===== src/design/ilpp_pkg.sv =====
`timescale 1ns / 1ps
`default_nettype none
// ----------------------------------------------------------------------------
// ilpp_pkg
// Constants, register codes and shared types for the load pair patcher.
// ----------------------------------------------------------------------------
package ilpp_pkg;

  localparam logic [31:0] UPPER_OPCODE     = 32'h1400_0000;
  localparam logic [31:0] UPPER_MATCH_MASK = 32'hffff_ffe0;
  localparam logic [31:0] OR_OPCODE        = 32'h0380_0000;
  localparam logic [31:0] UPPER_KEEP_MASK  = 32'hfe00_001f;
  localparam logic [31:0] OR_KEEP_MASK     = 32'hffc0_03ff;

  localparam int unsigned REG_BITS  = 5;
  localparam int unsigned CFG_IDX_BITS = 2;

  typedef enum logic [CFG_IDX_BITS-1:0] {
    REG_OLD_HASH    = 2'd0,
    REG_NEW_HASH    = 2'd1,
    REG_REPORT_ONLY = 2'd2
  } cfg_reg_t;

  typedef struct packed {
    logic [31:0] old_hash;
    logic [31:0] new_hash;
    logic        report_only;
  } cfg_t;

endpackage
`default_nettype wire


===== src/design/ilpp_scan.sv =====
`timescale 1ns / 1ps
`default_nettype none
// ----------------------------------------------------------------------------
// ilpp_scan
// Input register, match logic and held upper-load state; emits a record pair.
// ----------------------------------------------------------------------------
module ilpp_scan #(
  parameter int POSITION_BITS = 20,
  localparam int REC_W = POSITION_BITS + 34
) (
  input  wire logic                     clk,
  input  wire logic                     rst,
  input  wire logic                     in_valid,
  input  wire logic [31:0]              in_word,
  input  wire logic [POSITION_BITS-1:0] in_pos,
  input  wire logic                     in_start,
  input  wire ilpp_pkg::cfg_t           cfg,
  output logic                          pair_valid,
  output logic [REC_W-1:0]              upper_rec,
  output logic [REC_W-1:0]              or_rec
);
  import ilpp_pkg::*;

  logic                     iv;
  logic [31:0]              iw;
  logic [POSITION_BITS-1:0] ip;
  logic                     is_start;

  logic                     armed;
  logic [REG_BITS-1:0]      held_reg;
  logic [31:0]              held_word;
  logic [POSITION_BITS-1:0] held_pos;

  logic        armed_eff;
  logic        upper_hit;
  logic        or_hit;
  logic        clobber;
  logic [31:0] upper_key;
  logic [31:0] or_key;
  logic [31:0] upper_patched;
  logic [31:0] or_patched;

  always_ff @(posedge clk) begin
    if (rst) begin
      iv <= 1'b0;
    end else begin
      iv <= in_valid;
    end
    iw       <= in_word;
    ip       <= in_pos;
    is_start <= in_start;
  end

  always_comb begin
    armed_eff     = armed & ~is_start;
    upper_key     = UPPER_OPCODE | {7'b0, cfg.old_hash[31:12], 5'b0};
    or_key        = OR_OPCODE | {10'b0, cfg.old_hash[11:0], held_reg, held_reg};
    upper_hit     = (iw & UPPER_MATCH_MASK) == upper_key;
    or_hit        = iw == or_key;
    clobber       = iw[REG_BITS-1:0] == held_reg;
    upper_patched = (held_word & UPPER_KEEP_MASK) | {7'b0, cfg.new_hash[31:12], 5'b0};
    or_patched    = (iw & OR_KEEP_MASK) | {10'b0, cfg.new_hash[11:0], 10'b0};
    pair_valid    = iv & armed_eff & or_hit;
    upper_rec     = {1'b0, cfg.report_only, upper_patched, held_pos};
    or_rec        = {1'b1, cfg.report_only, or_patched, ip};
  end

  always_ff @(posedge clk) begin
    if (rst) begin
      armed     <= 1'b0;
      held_reg  <= '0;
      held_word <= '0;
      held_pos  <= '0;
    end else if (iv) begin
      if (!armed_eff) begin
        armed <= upper_hit;
        if (upper_hit) begin
          held_reg  <= iw[REG_BITS-1:0];
          held_word <= iw;
          held_pos  <= ip;
        end
      end else if (or_hit || clobber) begin
        armed <= 1'b0;
      end
    end
  end

endmodule
`default_nettype wire


===== src/design/ilpp_outq.sv =====
`timescale 1ns / 1ps
`default_nettype none
// ----------------------------------------------------------------------------
// ilpp_outq
// Record queue: takes a pair of records at once, releases one word a cycle while out_ready is high.
// ----------------------------------------------------------------------------
module ilpp_outq #(
  parameter int POSITION_BITS = 20,
  localparam int REC_W = POSITION_BITS + 34
) (
  input  wire logic             clk,
  input  wire logic             rst,
  input  wire logic             push,
  input  wire logic [REC_W-1:0] push_a,
  input  wire logic [REC_W-1:0] push_b,
  output logic                  space_ok,
  output logic                  out_valid,
  input  wire logic             out_ready,
  output logic [REC_W-1:0]      out_rec
);
  localparam int DEPTH  = 8;
  localparam int PTR_W  = $clog2(DEPTH);
  localparam int CNT_W  = PTR_W + 1;

  logic [REC_W-1:0] mem [DEPTH];
  logic [PTR_W-1:0] wr_ptr;
  logic [PTR_W-1:0] rd_ptr;
  logic [CNT_W-1:0] count;
  logic [CNT_W-1:0] count_next;
  logic             pop;

  always_comb begin
    pop        = out_valid & out_ready;
    count_next = count + (push ? CNT_W'(2) : CNT_W'(0)) - (pop ? CNT_W'(1) : CNT_W'(0));
    out_valid  = count != '0;
    out_rec    = mem[rd_ptr];
    // room for one pair in flight plus one pair from the next word
    space_ok   = count <= CNT_W'(DEPTH - 4);
  end

  always_ff @(posedge clk) begin
    if (push) begin
      mem[wr_ptr]            <= push_a;
      mem[wr_ptr + PTR_W'(1)] <= push_b;
    end
  end

  always_ff @(posedge clk) begin
    if (rst) begin
      wr_ptr <= '0;
      rd_ptr <= '0;
      count  <= '0;
    end else begin
      if (push) begin
        wr_ptr <= wr_ptr + PTR_W'(2);
      end
      if (pop) begin
        rd_ptr <= rd_ptr + PTR_W'(1);
      end
      count <= count_next;
    end
  end

endmodule
`default_nettype wire


===== src/design/immediate_load_pair_patcher_top.sv =====
// An accepted word is registered in the scan input stage; a matched pair is pushed into
// the record queue. Throughput: one word per cycle while tready is high; a match gives
// two output words, one per cycle while m_axis_tready is high, drained from an
// eight-entry record queue; tready drops while it holds more than four. Reset (rst,
// synchronous): clears the held upper load, the queue and the configuration registers.
`timescale 1ns / 1ps
`default_nettype none
// ----------------------------------------------------------------------------
// immediate_load_pair_patcher_top
// Finds an upper-load / OR-immediate pair loading the old hash, patches both.
// ----------------------------------------------------------------------------
module immediate_load_pair_patcher_top #(
  parameter int POSITION_BITS = 20,
  localparam int DATA_W = ((32 + POSITION_BITS + 7) / 8) * 8
) (
  input  wire logic                           clk,
  input  wire logic                           rst,
  input  wire logic                           s_axis_tvalid,
  output logic                                s_axis_tready,
  input  wire logic [DATA_W-1:0]              s_axis_tdata,  // instruction, word_position
  input  wire logic                           s_axis_tuser,  // block_start
  output logic                                m_axis_tvalid,
  input  wire logic                           m_axis_tready,
  output logic [DATA_W-1:0]                   m_axis_tdata,  // patch_position, patched_word
  output logic                                m_axis_tuser,  // flag_only
  output logic                                m_axis_tlast,
  input  wire logic                           cfg_valid,
  output logic                                cfg_ready,
  input  wire logic [ilpp_pkg::CFG_IDX_BITS-1:0] cfg_index,
  input  wire logic [31:0]                    cfg_data
);
  import ilpp_pkg::*;

  localparam int REC_W = POSITION_BITS + 34;

  cfg_t             cfg;
  logic             in_acc;
  logic             pair_valid;
  logic [REC_W-1:0] upper_rec;
  logic [REC_W-1:0] or_rec;
  logic [REC_W-1:0] out_rec;
  logic             space_ok;

  assign cfg_ready     = 1'b1;
  assign s_axis_tready = space_ok;
  assign in_acc        = s_axis_tvalid & s_axis_tready;

  always_ff @(posedge clk) begin
    if (rst) begin
      cfg <= '0;
    end else if (cfg_valid && cfg_ready) begin
      unique case (cfg_index)
        REG_OLD_HASH:    cfg.old_hash    <= cfg_data;
        REG_NEW_HASH:    cfg.new_hash    <= cfg_data;
        REG_REPORT_ONLY: cfg.report_only <= cfg_data[0];
        default: ;
      endcase
    end
  end

  ilpp_scan #(.POSITION_BITS(POSITION_BITS)) u_scan (
    .clk        (clk),
    .rst        (rst),
    .in_valid   (in_acc),
    .in_word    (s_axis_tdata[31:0]),
    .in_pos     (s_axis_tdata[32 +: POSITION_BITS]),
    .in_start   (s_axis_tuser),
    .cfg        (cfg),
    .pair_valid (pair_valid),
    .upper_rec  (upper_rec),
    .or_rec     (or_rec)
  );

  ilpp_outq #(.POSITION_BITS(POSITION_BITS)) u_outq (
    .clk       (clk),
    .rst       (rst),
    .push      (pair_valid),
    .push_a    (upper_rec),
    .push_b    (or_rec),
    .space_ok  (space_ok),
    .out_valid (m_axis_tvalid),
    .out_ready (m_axis_tready),
    .out_rec   (out_rec)
  );

  assign m_axis_tdata = DATA_W'(out_rec[POSITION_BITS+31:0]);
  assign m_axis_tuser = out_rec[POSITION_BITS+32];
  assign m_axis_tlast = out_rec[POSITION_BITS+33];

endmodule
`default_nettype wire


===== config.mk =====
export PLATFORM = sky130hd
export DESIGN_NAME = immediate_load_pair_patcher_top
export DESIGN_NICKNAME = d
export VERILOG_FILES = /design/src/design/ilpp_pkg.sv /design/src/design/ilpp_scan.sv /design/src/design/ilpp_outq.sv /design/src/design/immediate_load_pair_patcher_top.sv
export SDC_FILE = /design/constraint.sdc
export NUM_CORES = 1
export LEC_CHECK = 0
export ABC_AREA = 1
export BUFFER_PORTS_ARGS = -buffer_cell sky130_fd_sc_hd__buf_2
export CAP_MARGIN = 30
export CORE_MARGIN = 3
export CORE_UTILIZATION = 40
export DETAILED_ROUTE_END_ITERATION = 16
export GPL_ROUTABILITY_DRIVEN = 1
export HOLD_SLACK_MARGIN = 0.02
export PLACE_DENSITY = 0.55
export SYNTH_ARGS = -nofsm -noshare
export SYNTH_HDL_FRONTEND = slang
export SYNTH_SLANG_ARGS = --single-unit

===== constraint.sdc =====
create_clock -name clk -period 18.4 [get_ports clk]
set_input_delay 0.92 -clock clk [delete_from_list [all_inputs] [get_ports clk]]
set_output_delay 0.92 -clock clk [all_outputs]
set_load 0.02 [all_outputs]

After elaboration in Yosys (flattened, before gate mapping)

Memory sizes are Yosys's and may differ from the RTL's. A register that Yosys moved wholly into a read port is not among the register bits.
Index checks and enable logic that the tools add are counted.

Memories: 1
Input port bits: 96
Register bits after elaboration: 187
Bits in latches: 0
Memory bits (read-only): 0
Output and inout port bits: 61
Memory bits (writable): 432

Memory list:

| memory     | depth | bits a word | rd ports | clocked after memory_dff | write ports | line            | RTL |
|---|---|---|---|---|---|---|---|
| u_outq.mem | 8     | 54          | 1        | 1                        | 2           | ilpp_outq.sv:25 | `logic [REC_W-1:0] mem [DEPTH];` |

Reductions and logical operators: 8
$lt $le $gt $ge: 1
Shift operators: 0
Equal/unequal tests: 6
Mux-type cells: 8
Add/subtract/negate cells: 5
Multiply operators: 0
Bitwise logic cells: 9
Div/mod/pow operators: 0

Operators with widths:

| kind                                                                             | number |
|---|---|
| 32-bit by 26-bit == test with 1-bit output                                       | 1 |
| 32-bit by 22-bit OR with 32-bit output                                           | 1 |
| 32-bit by 25-bit OR with 32-bit output                                           | 1 |
| 27-bit by 24-bit == test with 1-bit output                                       | 1 |
| 2-bit AND reduction                                                              | 4 |
| 3-bit by 1-bit adder with 3-bit output, second input constant                    | 2 |
| 3-bit 2-to-1 mux                                                                 | 2 |
| 1-bit AND                                                                        | 5 |
| 5-bit == test                                                                    | 1 |
| 1-bit 2-to-1 mux                                                                 | 5 |
| 4-bit adder                                                                      | 1 |
| 4-bit by 3-bit less-or-equal comparator with 1-bit output, second input constant | 1 |
| 4-bit nonzero test                                                               | 1 |
| 4-bit subtractor                                                                 | 1 |
| 3-bit by 2-bit adder with 3-bit output, second input constant                    | 1 |
| 3-bit AND reduction                                                              | 1 |
| 2-bit by 1-bit == test with 1-bit output, second input constant                  | 1 |
| 2-bit == test, second input constant                                             | 1 |
| 2-bit logical NOT                                                                | 1 |
| 2-bit 2-to-1 mux                                                                 | 1 |
| 2-bit inequality test, second input constant                                     | 1 |
| 1-bit inverter                                                                   | 2 |
| 1-bit logical OR                                                                 | 1 |

Longest topological paths before layout

Depth after elaboration: 7
Mapped depth: 15
Mapped depth without buffers: 15

Cells and area by module

Synthesis repeated with hierarchy kept, for this count alone.

Cell total of the unflattened synthesis: 2856
Area total of the unflattened synthesis: 25814.8 um^2

By module, submodules not included:

| module                          | area an instance (um^2) | instances | cells an instance |
|---|---|---|---|
| ilpp_outq                       | 19377.3                 | 1         | 1940 |
| ilpp_scan                       | 3588.4                  | 1         | 485 |
| immediate_load_pair_patcher_top | 2849.0                  | 1         | 431 |

Worst setup path after synthesis

No wires, ideal clock.

Kind: register to register
Start point: register u_scan.held_word[0] (netlist name)
End point: memory u_outq.mem[0][0] (netlist name) (enable)
Path slack: 12.401 ns
Library setup time: 0.570 ns
Stages on the path, launching flop included: 11
Required time: 17.830 ns
Path buffers: 0
Arrival time: 5.428 ns
Cells stage by stage: dfxtp_1 > inv_1 > nand2_1 > nand2_1 > inv_1 > nand2_1 > nor2_1 > nand2_1 > nor2_1 > nand3_2 > nor2_1

RTL lines:

| element   | line |
|---|---|
| to (decl) | ilpp_outq.sv:25 |

==> qor.yml <==
cts_root_buffer: "clkbuf_16"
antenna_found_initial: 2
setup_viol: 0
ys_seq_area_share_pct: 71.8
io_buffer_count: 147
grt_pass1_wl_um: 79700
hold_violations: 0
post_drt_wl_per_cell_um: 18.4
post_cts_buffers: 0
start_util_pct: 40.8
h-tree-depth: 2
worstMarginPinSlew_ns: 0.947
nets: 2175
slew_headroom_pct: 36.9
maxCapViolCount: 0
reg2reg_slack_ns: 15.23
die_area_um2: 58200
viasPerCell: 5.02
drt-total-wl_um: 51900
final_max_slew_viol_count: 0
clock_sinks: 584
core_um2: 54200
postCtsResizedCells: 0
critPathLaunchType: "flop"
io_pins: 157
hold_class: "in2reg"
clk_latency_ns: 0.62
grt_use_total_pct: 17.9
arrival_ns: 3.71
area_delta_synth_final_pct: 16.0
status: "complete, no violations"
yosysWarnings: 0
cp_max_fo: 68
clk_pin_slew_worst_paths_ns: 0.06
critPathRequiredTime_ns: 17.48
route.detailed.drc: 0
min_period_over_period_pct: 25.1
rsz0062_at_grt: "no"
dr.pass1.iters: 5
die_y_um: 241
ys_seq_elements: 584
cts_tree: "done"
clock_path_buffers: 3
setup_tns_ns: 0
synth_area_um2: 22100
first_iter_violations: 876
cts.hold.buffers_added: 0
peakVddDrop_uv: 71.3
grt_max_degree: 90
diodes: 0
whs_ns: 0.401
antenna_left: 0
avgSynthCellArea_um2: 11.4
core.rowCount: 85
grt_overflow: 0
dp_hpwl_um: 29900
clock-skew-final_ns: 0.0213
crit_type: "reg2out"
fmaxAchievable_mhz: 216
drive_gt1_share_pct: 14.0
period_minus_slack_ns: 4.63
synth_cells: 1942
via_count: 14200
power_density_nw_per_um2: 129
critical_path.endpoint_type: "primary output"
grt_pass1_vias: 14000
synth_cell_types: 32
p_leak_uw: 0.00940
gp_congestion: 0.744
fp.dieW_um: 241
cts_buffers: 60
synth_stat cells (all sizes together):
master	count	area [um2]
nor2	585	2210
edfxtp	420	12600
o21ai	279	1400
dfxtp	164	3280
nand2	114	440
inv	80	300
clkbuf	59	221
buf	53	337
o22ai	53	332
a31oi	52	325
xor2	30	263
a21oi	14	70.1
nand3	14	100
ha	10	125
nor3	4	30.0
xnor2	4	35.0
conb	2	7.51
and2b	1	7.51
clkinv	1	3.75
fa	1	20.0
nand4	1	6.26
nor2b	1	6.26
through the flow:
step	worst slack, ns	instance area [um2]	util, %	instances	power [uW]
floorplan	12.40	22100	-	1945	1910
global placement	14.10	23400	43.1	2693	2100
detailed placement	14.33	23600	43.5	2702	2120
CTS	13.63	25700	47.3	2816	3370
global route	13.47	25700	47.3	2816	3490
finish	13.77	25700	47.3	2816	3320
critical path, cell delays in order, from the launching register on:
cell and delay, ns:
dfxtp_4 0.72, clkinv_2 0.73, buf_4 0.65, nor2_1 0.21, o21ai_0 0.09, a31oi_1 0.39
buf_2 0.25
report_power, final:
| group | internal [uW] | switching [uW] |
|---|---|---|
| registers | 1420 | 36.9 |
| clock network | 744 | 497 |
| logic | 197 | 424 |
routing by layer:
metal  global-route usage [%]  share of wire [%]  wire length, um
met5                        0                  0                0
met4                     4.96                2.0             1030
met1                     24.1                 45            23400
met2                     30.3                 48            24900
met3                     2.80                4.9             2540
logic make-up after synthesis:
| kind of cell | Yosys count | synth area share (%) |
|---|---|---|
| compound gates | 398 | 9.59 |
| simple gates | 720 | 12.6 |
| other cells | 2 | 0.0339 |
| fa+ha+maj | 11 | 0.656 |
| flops | 584 | 71.8 |
| xor+xnor | 34 | 1.35 |
| buf+inv | 193 | 3.90 |
registers in the layout (all words and copies together), names as in the netlist, named ones only:
| signal | cells |
|---|---|
| u_scan.iw | 32 |
| m_axis_tlast | 1 |
| u_outq.wr_ptr | 2 |
| u_scan.is_start | 1 |
| u_scan.iv | 1 |
| u_outq.rd_ptr | 3 |
| u_scan.held_word | 12 |
| u_scan.armed | 1 |
| cfg | 65 |
| u_scan.ip | 20 |
| u_outq.count | 4 |
| u_scan.held_pos | 20 |
| u_outq.mem | 420 |
placed cells by master, fill, tap and decap left out, types with 10 or more instances in the layout:
master / Yosys / final
a21oi_1: 14 / 14
a31oi_1: 52 / 52
xor2_1: 30 / 30
o21ai_1: 22 / 22
nor2_1: 580 / 575
nand3_1: 11 / 11
buf_4: 12 / 17
inv_1: 77 / 77
buf_2: 32 / 147
clkinv_2: 0 / 19
o22ai_1: 53 / 53
clkbuf_16: 0 / 62
ha_1: 10 / 10
dfxtp_1: 164 / 162
edfxtp_1: 420 / 420
nand2_1: 109 / 109
o21ai_0: 257 / 257
layout make-up:
class,count,area (um2)
fillers,4943,28600
clock buffers,79,1700
well taps,696,871
inverters,81,313
repair buffers,173,1110
flip-flops and latches,584,15900
multi-input cells,1168,5420
clock inverters,35,359
path summary, 6_finish.rpt:
check	start	end	cells after the start
max reg2reg	u_scan.iw[25]	u_outq.count[3]	13
min reg2reg	cfg[42]	cfg[42]	2
min	s_axis_tdata[51]	u_scan.ip[19]	1
max	flop	m_axis_tdata[24]	6
(Power assumes the default switching activity.)
